$ cat src/hdl/engine_state_starter_lock_fsm_macros.svh
// Assertion macros shared by the engine state / starter lock RTL.
// Plain text only; no dependencies. Included by the modules that check themselves.
`ifndef ENGINE_STATE_STARTER_LOCK_FSM_MACROS_SVH
`define ENGINE_STATE_STARTER_LOCK_FSM_MACROS_SVH

// Same-cycle implication, disabled while reset is active.
`define ESSL_ASSERT_IMPLY(label, clk, rst_n, ante, cons, msg) \
    label: assert property (@(posedge clk) disable iff (!(rst_n)) (ante) |-> (cons)) \
        else $error(msg);

// Next-cycle implication, disabled while reset is active.
`define ESSL_ASSERT_NEXT(label, clk, rst_n, ante, cons, msg) \
    label: assert property (@(posedge clk) disable iff (!(rst_n)) (ante) |=> (cons)) \
        else $error(msg);

// Condition that must never be seen.
`define ESSL_ASSERT_NEVER(label, clk, rst_n, cond, msg) \
    label: assert property (@(posedge clk) disable iff (!(rst_n)) !(cond)) \
        else $error(msg);

`endif

$ cat src/hdl/essl_pkg.sv
// Types and constants for the engine state / starter lock block.
// No dependencies; used by essl_fsm and engine_state_starter_lock_fsm.
package essl_pkg;

    typedef enum logic [1:0] {
        ST_UNKNOWN = 2'd0,
        ST_OFF     = 2'd1,
        ST_RUNNING = 2'd2,
        ST_MOVING  = 2'd3
    } t_eng_state;

    // Config register indexes
    localparam int unsigned CFG_IDX_W = 3;
    localparam logic [CFG_IDX_W-1:0] CFG_SIGNAL_TIMEOUT = 3'd0;
    localparam logic [CFG_IDX_W-1:0] CFG_RUNNING_RPM    = 3'd1;
    localparam logic [CFG_IDX_W-1:0] CFG_MOVING_KPH     = 3'd2;
    localparam logic [CFG_IDX_W-1:0] CFG_OFF_DEBOUNCE   = 3'd3;
    localparam logic [CFG_IDX_W-1:0] CFG_UNLOCK_DISABLE = 3'd4;

    localparam int unsigned CFG_DATA_W = 16;
    localparam int unsigned MS_W       = 32;
    localparam int unsigned RPM_W      = 14;
    localparam int unsigned KPH_W      = 8;

    // Per-tick qualifiers computed in the input stage
    typedef struct packed {
        logic rpm_fresh;
        logic eng_on;
        logic moving;
        logic stopped;
    } t_tick;

    // One result beat
    typedef struct packed {
        t_eng_state state;
        logic       locked;
        logic       dis_pulse;
        logic       en_pulse;
    } t_result;

endpackage

$ cat src/hdl/essl_fsm.sv
// Engine state machine, stop debounce timer and starter lock latch.
// Depends on essl_pkg and engine_state_starter_lock_fsm_macros.svh.
`include "engine_state_starter_lock_fsm_macros.svh"

module essl_fsm (
    input  logic                            i_clk,
    input  logic                            i_rst_n,
    input  logic                            i_step,
    input  essl_pkg::t_tick                 i_tick,
    input  logic [essl_pkg::MS_W-1:0]       i_now_ms,
    input  logic [essl_pkg::CFG_DATA_W-1:0] i_off_debounce_ms,
    input  logic                            i_unlock_disable,
    output essl_pkg::t_result               o_result
);

    essl_pkg::t_eng_state          r_state, n_state;
    logic                          r_lock, n_lock;
    logic [essl_pkg::MS_W-1:0]     r_stop_since, n_stop_since;
    logic                          n_dis, n_en;

    logic [essl_pkg::MS_W-1:0]     stop_base;
    logic [essl_pkg::MS_W-1:0]     stop_elapsed;
    logic                          debounce_hit;

    // A zero timestamp means not armed: arm at this tick.
    assign stop_base    = (r_stop_since != '0) ? r_stop_since : i_now_ms;
    assign stop_elapsed = i_now_ms - stop_base;
    assign debounce_hit = stop_elapsed >=
                          {{(essl_pkg::MS_W-essl_pkg::CFG_DATA_W){1'b0}}, i_off_debounce_ms};

    always_ff @(posedge i_clk) begin
        if (!i_rst_n) begin
            r_state      <= essl_pkg::ST_UNKNOWN;
            r_lock       <= 1'b0;
            r_stop_since <= '0;
        end else if (i_step) begin
            r_state      <= n_state;
            r_lock       <= n_lock;
            r_stop_since <= n_stop_since;
        end
    end

    always_comb begin
        n_state      = r_state;
        n_lock       = r_lock;
        n_stop_since = r_stop_since;
        n_dis        = 1'b0;
        n_en         = 1'b0;
        if (!i_tick.rpm_fresh) begin
            n_state      = essl_pkg::ST_UNKNOWN;
            n_stop_since = '0;
        end else begin
            unique case (r_state) inside
                essl_pkg::ST_UNKNOWN, essl_pkg::ST_OFF: begin
                    if (i_tick.eng_on) begin
                        n_state      = essl_pkg::ST_RUNNING;
                        n_stop_since = '0;
                        n_lock       = 1'b1;
                        n_dis        = !r_lock;
                    end else if (r_state == essl_pkg::ST_UNKNOWN) begin
                        n_state      = essl_pkg::ST_OFF;
                        n_stop_since = i_tick.stopped ? i_now_ms : '0;
                    end
                end
                essl_pkg::ST_RUNNING: begin
                    if (i_tick.moving) begin
                        n_state      = essl_pkg::ST_MOVING;
                        n_stop_since = '0;
                    end else if (i_tick.stopped) begin
                        if (debounce_hit) begin
                            n_state      = essl_pkg::ST_OFF;
                            n_stop_since = '0;
                        end else begin
                            n_stop_since = stop_base;
                        end
                    end else begin
                        n_stop_since = '0;
                    end
                end
                essl_pkg::ST_MOVING: begin
                    if (i_tick.stopped) begin
                        if (debounce_hit) begin
                            n_state      = essl_pkg::ST_OFF;
                            n_stop_since = '0;
                            n_lock       = i_unlock_disable;
                            n_en         = !i_unlock_disable;
                        end else begin
                            n_stop_since = stop_base;
                        end
                    end else begin
                        n_stop_since = '0;
                    end
                end
                default: begin
                    n_state = essl_pkg::ST_UNKNOWN;
                end
            endcase
        end
    end

    assign o_result.state     = n_state;
    assign o_result.locked    = n_lock;
    assign o_result.dis_pulse = n_dis;
    assign o_result.en_pulse  = n_en;

    `ESSL_ASSERT_NEXT(a_stale_goes_unknown, i_clk, i_rst_n, i_step && !i_tick.rpm_fresh, r_state == essl_pkg::ST_UNKNOWN && r_stop_since == '0, "stale RPM did not force unknown")
    `ESSL_ASSERT_NEVER(a_pulses_exclusive, i_clk, i_rst_n, n_dis && n_en, "lock and unlock pulse together")
    `ESSL_ASSERT_IMPLY(a_unlock_from_moving, i_clk, i_rst_n, i_step && n_en, r_state == essl_pkg::ST_MOVING && n_state == essl_pkg::ST_OFF, "unlock pulse outside moving-to-off")
    `ESSL_ASSERT_NEXT(a_lock_holds, i_clk, i_rst_n, i_step && r_lock && !n_en, r_lock, "lock released without unlock pulse")
    `ESSL_ASSERT_IMPLY(a_unknown_disarmed, i_clk, i_rst_n, r_state == essl_pkg::ST_UNKNOWN, r_stop_since == '0, "stop timer armed in unknown")

endmodule

$ cat src/hdl/engine_state_starter_lock_fsm.sv
// Top level of the engine state / starter lock block: config registers,
// input stage, result register. Depends on essl_pkg and essl_fsm.
//
//  channel   | direction | handshake          | payload
//  ----------+-----------+--------------------+---------------------------------------
//  tick in   | input     | i_valid / o_stall  | i_now_ms, i_rpm_seen, i_rpm_update_ms,
//            |           |                    | i_speed_seen, i_speed_update_ms,
//            |           |                    | i_engine_rpm, i_speed_kph
//  result    | output    | o_valid / i_stall  | o_eng_state, o_starter_locked,
//            |           |                    | o_disable_pulse, o_enable_pulse
//  config    | input     | i_cfg_we           | i_cfg_idx, i_cfg_wdata
//
// One tick beat per cycle unless stalled; input stage, then result register.
// The state update happens in the same cycle a tick leaves the input stage, so
// ticks are evaluated strictly in order with no bubbles between them.
// Reset (synchronous, active low) puts the FSM in unknown, unlocked, timer disarmed,
// and loads the config defaults.
// A stalled result holds; the input stage still takes one more tick behind it.
//
`include "engine_state_starter_lock_fsm_macros.svh"

module engine_state_starter_lock_fsm (
    input  logic                                i_clk,
    input  logic                                i_rst_n,
    // tick input
    input  logic                                i_valid,
    output logic                                o_stall,
    input  logic [essl_pkg::MS_W-1:0]           i_now_ms,
    input  logic                                i_rpm_seen,
    input  logic [essl_pkg::MS_W-1:0]           i_rpm_update_ms,
    input  logic                                i_speed_seen,
    input  logic [essl_pkg::MS_W-1:0]           i_speed_update_ms,
    input  logic [essl_pkg::RPM_W-1:0]          i_engine_rpm,
    input  logic [essl_pkg::KPH_W-1:0]          i_speed_kph,
    // result output
    output logic                                o_valid,
    input  logic                                i_stall,
    output logic [1:0]                          o_eng_state,
    output logic                                o_starter_locked,
    output logic                                o_disable_pulse,
    output logic                                o_enable_pulse,
    // config writes
    input  logic                                i_cfg_we,
    input  logic [essl_pkg::CFG_IDX_W-1:0]      i_cfg_idx,
    input  logic [essl_pkg::CFG_DATA_W-1:0]     i_cfg_wdata
);

    // ---------------- config registers ----------------
    logic [essl_pkg::CFG_DATA_W-1:0] r_signal_timeout_ms;
    logic [essl_pkg::RPM_W-1:0]      r_running_rpm_min;
    logic [essl_pkg::KPH_W-1:0]      r_moving_kph_min;
    logic [essl_pkg::CFG_DATA_W-1:0] r_off_debounce_ms;
    logic                            r_unlock_disable;

    always_ff @(posedge i_clk) begin
        if (!i_rst_n) begin
            r_signal_timeout_ms <= 16'd1000;
            r_running_rpm_min   <= 14'd500;
            r_moving_kph_min    <= 8'd5;
            r_off_debounce_ms   <= 16'd3000;
            r_unlock_disable    <= 1'b0;
        end else if (i_cfg_we) begin
            unique case (i_cfg_idx)
                essl_pkg::CFG_SIGNAL_TIMEOUT: r_signal_timeout_ms <= i_cfg_wdata;
                essl_pkg::CFG_RUNNING_RPM:    r_running_rpm_min   <= i_cfg_wdata[essl_pkg::RPM_W-1:0];
                essl_pkg::CFG_MOVING_KPH:     r_moving_kph_min    <= i_cfg_wdata[essl_pkg::KPH_W-1:0];
                essl_pkg::CFG_OFF_DEBOUNCE:   r_off_debounce_ms   <= i_cfg_wdata;
                essl_pkg::CFG_UNLOCK_DISABLE: r_unlock_disable    <= i_cfg_wdata[0];
                default: ; // unmapped index: ignored
            endcase
        end
    end

    // ---------------- handshake ----------------
    logic r_s1_valid;     // input stage holds a tick
    logic r_out_valid;    // result register holds a beat
    logic advance;        // result register can take a new beat
    logic fire;           // input stage moves to the result register (FSM steps)
    logic in_accept;

    assign advance   = !r_out_valid || !i_stall;
    assign fire      = r_s1_valid && advance;
    assign o_stall   = r_s1_valid && !advance;
    assign in_accept = i_valid && !o_stall;

    // ---------------- input stage ----------------
    // Freshness and thresholds only depend on the tick and static config,
    // so they are resolved before the register; ages wrap modulo 2^32.
    logic [essl_pkg::MS_W-1:0] rpm_age;
    logic [essl_pkg::MS_W-1:0] spd_age;
    logic                      rpm_fresh, spd_fresh, eng_on;
    essl_pkg::t_tick           tick_in, r_tick;
    logic [essl_pkg::MS_W-1:0] r_now_ms;
    logic [essl_pkg::MS_W-1:0] timeout_ext;

    assign timeout_ext = {{(essl_pkg::MS_W-essl_pkg::CFG_DATA_W){1'b0}}, r_signal_timeout_ms};
    assign rpm_age     = i_now_ms - i_rpm_update_ms;
    assign spd_age     = i_now_ms - i_speed_update_ms;
    assign rpm_fresh   = i_rpm_seen && (rpm_age <= timeout_ext);
    assign spd_fresh   = i_speed_seen && (spd_age <= timeout_ext);
    assign eng_on      = i_engine_rpm >= r_running_rpm_min;

    assign tick_in.rpm_fresh = rpm_fresh;
    assign tick_in.eng_on    = eng_on;
    assign tick_in.moving    = eng_on && spd_fresh && (i_speed_kph >= r_moving_kph_min);
    assign tick_in.stopped   = (i_engine_rpm == '0);

    always_ff @(posedge i_clk) begin
        if (!i_rst_n) begin
            r_s1_valid <= 1'b0;
        end else if (in_accept) begin
            r_s1_valid <= 1'b1;
        end else if (fire) begin
            r_s1_valid <= 1'b0;
        end
    end

    always_ff @(posedge i_clk) begin
        if (in_accept) begin
            r_tick   <= tick_in;
            r_now_ms <= i_now_ms;
        end
    end

    // ---------------- state machine ----------------
    essl_pkg::t_result fsm_result;

    essl_fsm u_fsm (
        .i_clk             (i_clk),
        .i_rst_n           (i_rst_n),
        .i_step            (fire),
        .i_tick            (r_tick),
        .i_now_ms          (r_now_ms),
        .i_off_debounce_ms (r_off_debounce_ms),
        .i_unlock_disable  (r_unlock_disable),
        .o_result          (fsm_result)
    );

    // ---------------- result register ----------------
    essl_pkg::t_result r_result;

    always_ff @(posedge i_clk) begin
        if (!i_rst_n) begin
            r_out_valid <= 1'b0;
        end else if (advance) begin
            r_out_valid <= r_s1_valid;
        end
    end

    always_ff @(posedge i_clk) begin
        if (fire) begin
            r_result <= fsm_result;
        end
    end

    assign o_valid          = r_out_valid;
    assign o_eng_state      = r_result.state;
    assign o_starter_locked = r_result.locked;
    assign o_disable_pulse  = r_result.dis_pulse;
    assign o_enable_pulse   = r_result.en_pulse;

    `ESSL_ASSERT_NEXT(a_fire_gives_beat, i_clk, i_rst_n, fire, r_out_valid, "stepped tick left no result beat")
    `ESSL_ASSERT_NEXT(a_stalled_beat_kept, i_clk, i_rst_n, r_out_valid && i_stall, r_out_valid && $stable(r_result), "stalled result beat lost or changed")
    `ESSL_ASSERT_IMPLY(a_no_step_when_blocked, i_clk, i_rst_n, r_out_valid && i_stall, !fire, "FSM stepped while result was stalled")

endmodule

$ cat config.mk
export PLATFORM = sky130hd
export DESIGN_NAME = engine_state_starter_lock_fsm
export DESIGN_NICKNAME = d
export VERILOG_FILES = /design/src/hdl/essl_pkg.sv /design/src/hdl/essl_fsm.sv /design/src/hdl/engine_state_starter_lock_fsm.sv
export VERILOG_INCLUDE_DIRS = /design/src /design/src/hdl
export SDC_FILE = /design/constraint.sdc
export NUM_CORES = 1
export LEC_CHECK = 0
export BUFFER_PORTS_ARGS = -buffer_cell sky130_fd_sc_hd__clkbuf_2
export CORE_MARGIN = 3
export CORE_UTILIZATION = 50
export CTS_BUF_LIST = sky130_fd_sc_hd__clkbuf_4 sky130_fd_sc_hd__clkbuf_8
export DETAILED_ROUTE_END_ITERATION = 6
export PLACE_DENSITY = 0.73
export SLEW_MARGIN = 20
export SYNTH_ARGS = -nofsm -noshare
export SYNTH_HDL_FRONTEND = slang
export SYNTH_SLANG_ARGS = --single-unit
$ cat constraint.sdc
create_clock -name i_clk -period 5 [get_ports i_clk]
set_input_delay 0.5 -clock i_clk [delete_from_list [all_inputs] [get_ports i_clk]]
set_output_delay 0.5 -clock i_clk [all_outputs]
set_load 0.02 [all_outputs]
# ---- After elaboration in Yosys (flattened, before gate mapping)
# Index checks and enable logic that the tools add are counted.
dict set report word_totals {
  ff_bits 133
  in_bits 144
  output_inout_bits 7
  elab_cells 87
}
dict set report classes {
  addsub 3
  magnitude_cmp 5
  eq_ne 9
  muxes 23
  reduce_logical 28
}
# operator count
set op_table {}
lappend op_table {{$mux 32} 8}
lappend op_table {{$pmux 32 s3} 1}
lappend op_table {{$sub 32x32->32} 3}
lappend op_table {{$le 32x16->1} 2}
lappend op_table {{$ge 32x16->1} 1}
lappend op_table {{$reduce_bool 32->1} 1}
lappend op_table {{$ge 14x14->1} 1}
lappend op_table {{$logic_not 14->1} 1}
lappend op_table {{$mux 2} 6}
lappend op_table {{$reduce_and 2->1} 5}
lappend op_table {{$ge 8x8->1} 1}
lappend op_table {{$logic_and 1x1->1} 7}
lappend op_table {{$eq 3x2->1 const B} 2}
lappend op_table {{$logic_not 1->1} 6}
lappend op_table {{$mux 1} 6}
lappend op_table {{$pmux 2 s3} 1}
lappend op_table {{$reduce_and 3->1} 2}
lappend op_table {{$eq 2x2->1 const B} 2}
lappend op_table {{$ne 4x1->1 const B} 1}
lappend op_table {{$ne 4x3->1 const B} 1}
lappend op_table {{$reduce_and 4->1} 1}
lappend op_table {{$eq 3x1->1 const B} 1}
lappend op_table {{$eq 3x3->1 const B} 1}
lappend op_table {{$logic_not 3->1} 1}
lappend op_table {{6 further kinds} 6}

# ---- Longest topological paths before layout
# Gate-level depths: netlist of the first run.
dict set report logic_depth {
  ltp_word 9
  mapped_depth 29
  ltp_nobuf 27
}

# ---- Modules after synthesis
# A second synthesis of the first run with hierarchy kept.
dict set report unflattened {
  cells_unflattened 1598
  area_unflattened_um2 12562.0
}
# mod n_inst cells_per_inst area_each_um2 seq_area_each_um2
set by_module_without_submodules {}
lappend by_module_without_submodules {engine_state_starter_lock_fsm 1 1023 8335.5 2372.3}
lappend by_module_without_submodules {essl_fsm 1 575 4226.6 700.7}

# ---- Least setup slack after synthesis of the first run
# OpenSTA, ideal clock, no wires.
dict set report synth_path {
  path_type {flip-flop to flip-flop}
  startpoint {reg u_fsm.r_stop_since[24] (netlist name)}
  endpoint {reg r_result (netlist bit o_starter_locked) (data pin)}
  setup_time_ns 0.259
  t_arrival_ns 5.124
  required_ns 4.741
  setup_slack_ns -0.383
  path_stages_with_launch 29
  n_path_buf 1
  synth_period_minus_slack_ns 5.383
  cell_sequence {dfxtp_1 nor4_1 nand4_1 nor2_1 clkbuf_1 a21oi_1 inv_1 ha_1 inv_1 fa_1 a211oi_1 nor2_1 o41a_1 nand2_1 nand2_1 a21oi_1 xnor2_1 ha_1 a21o_1 a21oi_1 nand2_1 o211ai_1 o2111ai_1 nor4_2 nand4_1 o41ai_4 mux2_1 a31oi_1 nor2_1}
}
# element line
set synth_rtl {}
lappend synth_rtl {{from (decl)} essl_fsm.sv:18} ;# logic [essl_pkg::MS_W-1:0] r_stop_since, n_stop_since;
lappend synth_rtl {{from (signal assigned)} essl_fsm.sv:39} ;# r_stop_since <= n_stop_since;
lappend synth_rtl {{to (signal assigned)} engine_state_starter_lock_fsm.sv:152} ;# r_result <= fsm_result;
lappend synth_rtl {{to (decl)} engine_state_starter_lock_fsm.sv:140} ;# essl_pkg::t_result r_result;

==> out/metrics.cfg, run 1 <==
[synth]
synthFlopType = dfxtp_1
synth_area_mm2 = 0.0122
postSynthCellCount = 1530
synth_warnings = 0
ys_types = 81
synthesis.nets = 1840
ys_seq_area_share_pct = 25.2
synth-async-reset-ratio_pct = 0
syn_avg_cell_area_um2 = 7.96
synth_edf_count = 41
ys_ff_latch = 133

[floorplan]
fp.dieH_um = 162
pin_count = 151
fp.coreArea_mm2 = 0.0237
rows = 56
initial_core_util_pct = 51.5
design.die.area_mm2 = 0.0263
die_x_um = 162

[final_layout]
drive_above_1_share_pct = 20.8
syn2layout_area_growth_pct = 21.3
fin_nets = 2081
design_area_mm2 = 0.0148
antenna_cells = 0

[drt]
wirelength_um = 34700
drt_pass1_iterations = 7
ant_nets = 0
dr.first_iter.drc_count = 1031
via_per_inst = 5.79
via_count = 12200
drc_errors = 0
wl_per_cell_um = 16.5

[sta]
fin_worst_skew_ns = 0.0177
fin_crit_ns = 5.56
final.setup.tns_ns = -18.91
hold_viol = 0
tightest_slew_ns = 1.10
rsz0062_at_grt = true
drv_slew = 0
max-slew-margin-rel_pct = 26.6
min_period_over_period_pct = 111
setup_slack_ns = -0.564
clock.fmax_ghz = 0.180
setup_viol = 39

[setup_path]
r2r-start = u_fsm.r_stop_since[23]$_SDFFE_PN0P_
crit_arrival_ns = 5.80
cp-start-kind = flop
endpoint_kind = flop
crit_start = u_fsm.r_stop_since[23]$_SDFFE_PN0P_
path_max_fanout = 5
reg2reg_depth = 27
reg2reg_setup_slack_ns = -0.56
worstReg2RegEnd = o_starter_locked$_DFFE_PP_
path_class = reg -> reg
worstPathRequired_ns = 5.24

[pwr]
p_leak_nw = 6.87
pwr_density_cell_mw_per_mm2 = 246
finalPower_w = 0.00364
peakVddDrop_mv = 0.186

[clocking]
cts_hold_buf = 0
cts.clk_slew.worst_paths_ns = 0.09
h-tree-depth = 4
clk_path_buf_depth = 2
clkLatencyLatePin_ns = 0.48
cts-root-buf = clkbuf_8
numCtsBuffers = 17
cts_sinks = 133
cts_tree = built

[hold_path]
hold_class = in -> reg
hold_end = r_s1_valid$_SDFFE_PN0P_
holdPathStages = 2
hold_path.startpoint = i_valid

[global_routing]
grt_antenna_before_repair = 0
grt_overflow_total = 0
grt_pass1_vias = 11300
track_usage_pct = 25.7
grt_pass1_wl_um = 55300
grt_start_max_net_pins = 95

[flow_run]
drv_cap = 0

[place]
gp_congestion = 0.931
dp_hpwl_um = 27600
place_ws_ns = -0.697
io_buffers = 150
placed_cell_area_mm2 = 0.0141

[status]
status = finished with violations
violations = negative setup slack

[flip-flops by register name, indices dropped and copies added (netlist names)]
register             flops
o_disable_pulse          1
o_enable_pulse           1
o_eng_state              2
o_starter_locked         1
o_valid                  1
r_moving_kph_min         8
r_now_ms                32
r_off_debounce_ms       16
r_running_rpm_min       14
r_s1_valid               1
r_signal_timeout_ms     16
r_tick                   4
r_unlock_disable         1
u_fsm.r_lock             1
u_fsm.r_state            2
u_fsm.r_stop_since      32
[cell families (layout without fill, tap and decap cells)]
family | Yosys count | in the layout | share of synthesized area, %
muxes | 14 | 14 | 1.18
buffers and inverters | 215 | 469 | 6.94
and+or+nand+nor | 442 | 442 | 18.0
DFF | 133 | 133 | 25.2
AOI/OAI and AO/OA | 508 | 508 | 27.7
adders and majority gates | 166 | 166 | 17.2
xor gates and xnor gates | 52 | 52 | 3.74
[cell usage in the layout, fill, tap and decap left out, types with 16 or more instances in the layout]
master	n
nor3_1	16
clkbuf_2	149
o21ai_0	53
nand3_1	33
xor2_1	18
a21oi_1	119
a22oi_1	35
nand2_1	144
nor2b_1	20
inv_1	156
a21o_1	48
a31oi_1	19
xnor2_1	34
nor2_1	78
nand2b_1	27
dfxtp_1	91
nand4_1	25
a21boi_0	34
and2_1	35
ha_1	161
clkbuf_8	17
buf_4	125
nor4_1	16
o21ai_1	42
edfxtp_1	41
o211ai_1	30
[timing repair]
action	4_1_cts	5_1_grt
setup buffers	3	3
cloned	0	0
resized for setup	17	33
setup endpoints to repair	40	41
endpoints found under the hold margin	0	0
pin swaps	13	21
[metrics by stage]
| step | util, % | cells | hold slack [ns] |
|---|---|---|---|
| 6_report | 62.4 | 2103 | 0.256 |
| 5_1_grt | 62.4 | 2103 | 0.255 |
| 2_1_floorplan | - | 1530 | 0.443 |
| 3_3_place_gp | 59.4 | 2064 | 0.455 |
| 3_5_place_dp | 59.4 | 2064 | 0.461 |
| 4_1_cts | 61.6 | 2099 | 0.241 |
[routing by layer]
metal	vias up	GRT usage (%)	part of all wire, %
li1	6056	-	-
met1	5618	36.0	46
met5	-	0	0
met3	65	3.09	5.7
met4	0	7.10	2.5
met2	429	42.1	46
[synthesized netlist by cell type (all sizes together), types with 4 or more instances]
cell	instances	area share, %
ha	163	17
inv	158	4.9
nand2	144	4.4
a21oi	130	5.4
o21ai	99	4.1
dfxtp	92	15
nor2	80	2.5
clkbuf	51	1.6
a21o	48	3.0
edfxtp	41	10
and2	37	1.9
a21boi	36	2.2
a22oi	35	2.2
nand3	35	1.5
xnor2	34	2.4
o211ai	30	1.8
nand2b	27	1.4
nand4	25	1.3
nor4	24	1.4
nor2b	22	1.1
a31oi	20	1.0
xor2	18	1.3
nor3	16	0.66
o21bai	15	0.92
and3	12	0.62
a211oi	11	0.68
mux2i	11	0.90
o21a	11	0.68
o31ai	9	0.55
a2111oi	6	0.48
buf	6	0.50
o31a	6	0.43
a211o	5	0.36
a221oi	5	0.46
o2111ai	5	0.36
o22ai	5	0.31
o221ai	4	0.29
or3	4	0.21
[worst max-delay path: stages (launching register included)]
cell	delay, ns
dfxtp_2	0.34
nor4_4	0.26
buf_4	0.15
nand4_1	0.22
nor2_4	0.26
a21oi_2	0.09
ha_1	0.29
nor2b_4	0.13
o31a_1	0.25
o31a_1	0.28
o21a_1	0.19
o21ai_1	0.12
nand2b_1	0.08
a21oi_2	0.15
xnor2_1	0.13
ha_1	0.26
a21o_1	0.18
a21o_1	0.18
a21oi_2	0.12
nand2_1	0.06
o211ai_1	0.20
o2111ai_1	0.15
nor4_2	0.16
nand4_1	0.20
o41ai_4	0.30
mux2_4	0.35
a31oi_4	0.15
nor2_1	0.06
[worst max-delay path by stage]
stage	to	slack (ns)
2_1_floorplan	o_starter_locked$_DFFE_PP_	-0.14
3_3_place_gp	r_tick[3]$_DFFE_PP_	-0.57
3_5_place_dp	r_tick[3]$_DFFE_PP_	-0.70
4_1_cts	o_starter_locked$_DFFE_PP_	-0.59
5_1_grt	o_starter_locked$_DFFE_PP_	-0.94
6_report	o_starter_locked$_DFFE_PP_	-0.56
[final cells by class]
class	count	area [um2]
Clock buffer	17	234
Clock inverter	15	199
Fill cell	2120	8900
Inverter	158	598
Multi-Input combinational cell	1182	8520
Sequential cell	133	3070
Tap cell	319	399
Timing Repair Buffer	279	1760
[where the power goes]
group	internal (W)	leakage [nW]	switching (W)
logic	0.000671	5.51	0.000818
registers	0.00115	1.15	0.0000304
clock network	0.000436	0.216	0.000537
No activity file was read; power rests on OpenSTA's default activity.
==> inputs of run 2 (changes only) <==
ABC_AREA = 1   (was not set)
==> out/metrics.cfg, run 2 <==
[pwr]
finalPower_w = 0.00357
pwr_density_cell_mw_per_mm2 = 244
p_leak_nw = 7.38
peakVddDrop_mv = 0.145

[setup_path]
cp-start-kind = flop
crit_arrival_ns = 4.91
cp_slowest_cell = dfxtp_1
endpoint_kind = flop
path_class = reg -> reg
slowest_delay_ns = 0.40
cpMostUsedCell = nand2_1
path_max_fanout = 27
worstPathRequired_ns = 5.37

[sta]
setup_viol = 0
whs_ns = 0.249
setup_slack_ns = 0.457
fin_crit_ns = 4.54
max-slew-margin-rel_pct = 23.2
fin_worst_skew_ns = 0.0200
min_period_over_period_pct = 90.9
final.setup.tns_ns = 0
drv_slew = 0
clock.fmax_ghz = 0.220
hold_viol = 0
rsz0062_at_grt = false
tightest_slew_ns = 1.15

[global_routing]
grt_overflow_total = 0
track_usage_pct = 26.4
grt_pass1_vias = 12400
grt_start_max_net_pins = 52
grt_pass1_wl_um = 61400
grt_antenna_before_repair = 0

[final_layout]
syn2layout_area_growth_pct = 11.1
drive_above_1_share_pct = 12.1
final_util_pct = 57.3
fin_nets = 2419
fillers = 2499
final_cell_mix = nand2_1 (494), inv_1 (311), a21oi_1 (212)
layout_commonest_cell = nand2_1
largestRegisters = r_now_ms x32, u_fsm.r_stop_since x32
antenna_cells = 0

[drt]
via_per_inst = 5.46
drc_errors = 0
dr.first_iter.drc_count = 1227
wl_per_cell_um = 15.6
via_count = 13400
wirelength_um = 38200
drt_pass1_iterations = 7
ant_nets = 0

[synth]
synth_top_area_share_pct = 15.5
synth_area_leaders = ha_1 (15%), nand2_1 (14%), dfxtp_1 (14%), edfxtp_1 (9.3%), inv_1 (8.9%)
synth_top_area_cell = ha_1
synthesis.nets = 2276
synthTopCellsByCount = nand2_1 (494), inv_1 (311), a21oi_1 (212)
postSynthCellCount = 1966
synthFlopType = dfxtp_1
ys_seq_area_share_pct = 23.3
synth_edf_count = 41
ys_ff_latch = 133
synth_area_mm2 = 0.0132
ys_types = 50
post-synth-top-count-cell = nand2_1
synth_warnings = 0
synth-async-reset-ratio_pct = 0
syn_avg_cell_area_um2 = 6.70

[floorplan]
die_x_um = 168
initial_core_util_pct = 51.6
pin_count = 151
fp.dieH_um = 168
design.die.area_mm2 = 0.0283
rows = 58
fp.coreArea_mm2 = 0.0255

[clocking]
clkLatencyLatePin_ns = 0.45
numCtsBuffers = 17
cts.clk_slew.worst_paths_ns = 0.09
clk_path_buf_depth = 2
cts_tree = built
cts_repair_resize_count = 0
cts-root-buf = clkbuf_8
cts_setup_buffers = 0
h-tree-depth = 4
cts_sinks = 133
cts_hold_buf = 0

[status]
status = finished, final reports clean

[hold_path]
hold_class = in -> reg

[place]
place_ws_ns = 0.411
io_buffers = 150
dp_hpwl_um = 31600
gp_congestion = 0.965

[flow_run]
drv_cap = 0

==> run 2: routing by layer <==
layer,vias up,GRT usage [%],share of wire [%]
li1,6798,-,-
met1,6051,36.6,46
met2,461,43.4,46
met3,61,3.29,6.0
met4,0,7.51,2.3
met5,-,0,0
==> run 2: cell type report <==
class                           count  area [um2]  area share (%)
Sequential cell                   133        3070            21.0
Clock buffer                       17         234            1.60
Timing Repair Buffer              161         841            5.74
Tap cell                          330         413            2.82
Multi-Input combinational cell   1480        8730            59.7
Inverter                          316        1190            8.10
Clock inverter                     14         160            1.09
==> run 2: final timing paths <==
path                                            from                             endpoint  slack, ns  depth (start not counted)
setup reg to reg  u_fsm.r_stop_since[7]$_SDFFE_PN0P_  u_fsm.r_stop_since[25]$_SDFFE_PN0P_       0.46                         31
hold / removal                           i_now_ms[0]                r_now_ms[0]$_DFFE_PP_       0.25                          1
hold reg to reg     r_moving_kph_min[4]$_SDFFE_PN0P_     r_moving_kph_min[4]$_SDFFE_PN0P_       0.47                          2
setup / recovery  u_fsm.r_stop_since[7]$_SDFFE_PN0P_  u_fsm.r_stop_since[25]$_SDFFE_PN0P_       0.46                         31
==> run 2: worst max-delay path: cells and delay by family (launching register included) <==
| kind | cells | cell delay, ns |
|---|---|---|
| XOR/XNOR | 1 | 0.15 |
| flip-flops | 1 | 0.40 |
| AO/OA/AOI/OAI | 4 | 0.72 |
| adder cells (fa/ha/maj) | 2 | 0.64 |
| buffers and inverters | 4 | 0.68 |
| multiplexers | 1 | 0.32 |
| AND/OR/NAND/NOR | 19 | 1.50 |
==> run 2: cell families (layout without fill, tap and decap cells) <==
family	after synthesis	count (layout)	share of synthesized area [%]
XOR/XNOR	63	63	4.19
multiplexers	25	25	1.90
adder cells (fa/ha/maj)	166	166	15.9
buffers and inverters	353	508	10.6
AO/OA/AOI/OAI	405	405	18.2
AND/OR/NAND/NOR	821	821	25.9
flip-flops	133	133	23.3
==> run 2: where the power goes <==
group | internal, W | total (W) | switching (W) | leakage (nW)
registers | 0.00115 | 0.00118 | 0.0000286 | 1.15
clock network | 0.000456 | 0.000923 | 0.000467 | 0.206
logic | 0.000538 | 0.00147 | 0.000928 | 6.03
total | 0.00215 | 0.00357 | 0.00142 | 7.38
==> run 2: stage by stage <==
stage               area, um2  cells
global route            14600   2451
floorplan               13200   1966
detailed placement      14200   2420
global placement        14200   2420
finish                  14600   2451
CTS                     14600   2451
==> inputs of run 3 (changes only) <==
BUFFER_PORTS_ARGS = -buffer_cell sky130_fd_sc_hd__buf_4   (was -buffer_cell sky130_fd_sc_hd__clkbuf_2)
==> out/metrics.cfg, run 3 (synthesized netlist as in run 2, its figures left out) <==
[setup_path]
cpMostUsedCell = nand2_1
cp-start-kind = flop
crit_start = u_fsm.r_stop_since[2]$_SDFFE_PN0P_
slowest_delay_ns = 0.38
path_class = reg -> reg
path_max_fanout = 23
crit_arrival_ns = 4.92
r2r-start = u_fsm.r_stop_since[2]$_SDFFE_PN0P_
endpoint_kind = flop
worstPathRequired_ns = 5.37
cp_slowest_cell = ha_1

[sta]
tightest_slew_ns = 1.13
setup_viol = 0
drv_slew = 0
hold_viol = 0
fin_crit_ns = 4.55
rsz0062_at_grt = false
max-slew-margin-rel_pct = 24.8
clock.fmax_ghz = 0.220
final.setup.tns_ns = 0
min_period_over_period_pct = 91.0
fin_worst_skew_ns = 0.0274

[final_layout]
drive_above_1_share_pct = 12.5
fillers = 2445
layout_commonest_cell = nand2_1
stdcell_count = 2456
final_cell_mix = nand2_1 (493), inv_1 (311), a21oi_1 (212)
multi_input_area_mm2 = 0.00875
fin_nets = 2423
final_util_pct = 58.9
largestRegisters = r_now_ms x32, u_fsm.r_stop_since x32
antenna_cells = 0
syn2layout_area_growth_pct = 14.2
final-seq-area_mm2 = 0.00307

[pwr]
peakVddDrop_mv = 0.163
pwr_density_cell_mw_per_mm2 = 237
p_leak_nw = 7.50

[clocking]
h-tree-depth = 4
clkLatencyLatePin_ns = 0.45
cts_sinks = 133
cts_tree = built
numCtsBuffers = 17
cts_hold_buf = 0
cts.clk_slew.worst_paths_ns = 0.09
cts-root-buf = clkbuf_8
clk_path_buf_depth = 2

[floorplan]
fp.coreArea_mm2 = 0.0255
initial_core_util_pct = 51.6
die_x_um = 168
fp.dieH_um = 168
rows = 58
design.die.area_mm2 = 0.0283
pin_count = 151

[place]
dp_hpwl_um = 31300
gp_congestion = 0.973
dpl.cell_count = 2421
io_buffers = 150

[global_routing]
grt_pass1_vias = 12300
grt_antenna_before_repair = 0
grt_start_max_net_pins = 52
track_usage_pct = 26.0
grt_pass1_wl_um = 60400
grt_overflow_total = 0

[drt]
via_per_inst = 5.48
via_count = 13500
drc_errors = 0
ant_nets = 0
dr.first_iter.drc_count = 1223
wl_per_cell_um = 15.5
drt_pass1_iterations = 6
wirelength_um = 38100

[hold_path]
hold_path.startpoint = i_now_ms[0]
hold_class = in -> reg

[status]
status = finished, final reports clean

[flow_run]
drv_cap = 0

==> run 3: cell types whose count changed in the layout (fill, tap and decap cells not counted), sizes merged <==
cell	change
clkbuf	-150
bufinv	-2
clkinv	+2
buf	+154
inv	+1
==> run 3: report_power, final <==
group	internal [W]	switching (W)	leakage, nW
Clock	0.000378	0.000505	0.202
Sequential	0.00115	0.0000290	1.15
Combinational	0.000578	0.000932	6.15
==> run 3: final cells by class <==
| type | instances | area share [%] |
|---|---|---|
| inverter | 316 | 7.88 |
| tap | 330 | 2.74 |
| timing repair buffer | 165 | 8.26 |
| sequential | 133 | 20.4 |
| clock inverter | 15 | 1.03 |
| multi-input combinational | 1480 | 58.1 |
| clock buffer | 17 | 1.55 |
==> run 3: worst paths after layout <==
check / to / cells past startpoint / slack (ns)
worst max register to register: u_fsm.r_stop_since[24]$_SDFFE_PN0P_ / 31 / 0.45
worst min-delay path: r_now_ms[0]$_DFFE_PP_ / 1 / 0.24
worst min register to register: r_moving_kph_min[1]$_SDFFE_PN0P_ / 2 / 0.47
worst max-delay path: u_fsm.r_stop_since[24]$_SDFFE_PN0P_ / 31 / 0.45
==> run 3: timing repair <==
action,4_1_cts,5_1_grt
resized for setup,0,7
endpoints found under the setup margin,0,25
buffers inserted,0,3
==> run 3: critical path, delay by kind of cell (launching register included) <==
family | cells | cell delay [ns]
compound gates | 4 | 0.68
xor+xnor | 1 | 0.15
fa+ha+maj | 2 | 0.67
buf+inv | 6 | 0.68
flops | 1 | 0.34
mux | 1 | 0.25
simple gates | 17 | 1.68
==> run 3: through the flow <==
stage	instance area (um2)	setup WS [ns]	total power, W	hold slack, ns
6_report	15000	0.452	0.00357	0.244
3_5_place_dp	14600	0.384	0.00268	0.451
2_1_floorplan	13200	1.07	0.00225	0.430
4_1_cts	15000	0.346	0.00356	0.218
3_3_place_gp	14600	0.499	0.00265	0.449
5_1_grt	15000	0.0140	0.00383	0.216
==> run 3: per-layer routing <==
metal,track usage [%],vias to the layer above,part of all wire [%]
met4,7.61,0,2.6
met2,42.4,481,46
met5,0,-,0
met3,2.84,64,5.8
met1,36.4,6125,46
li1,-,6799,-
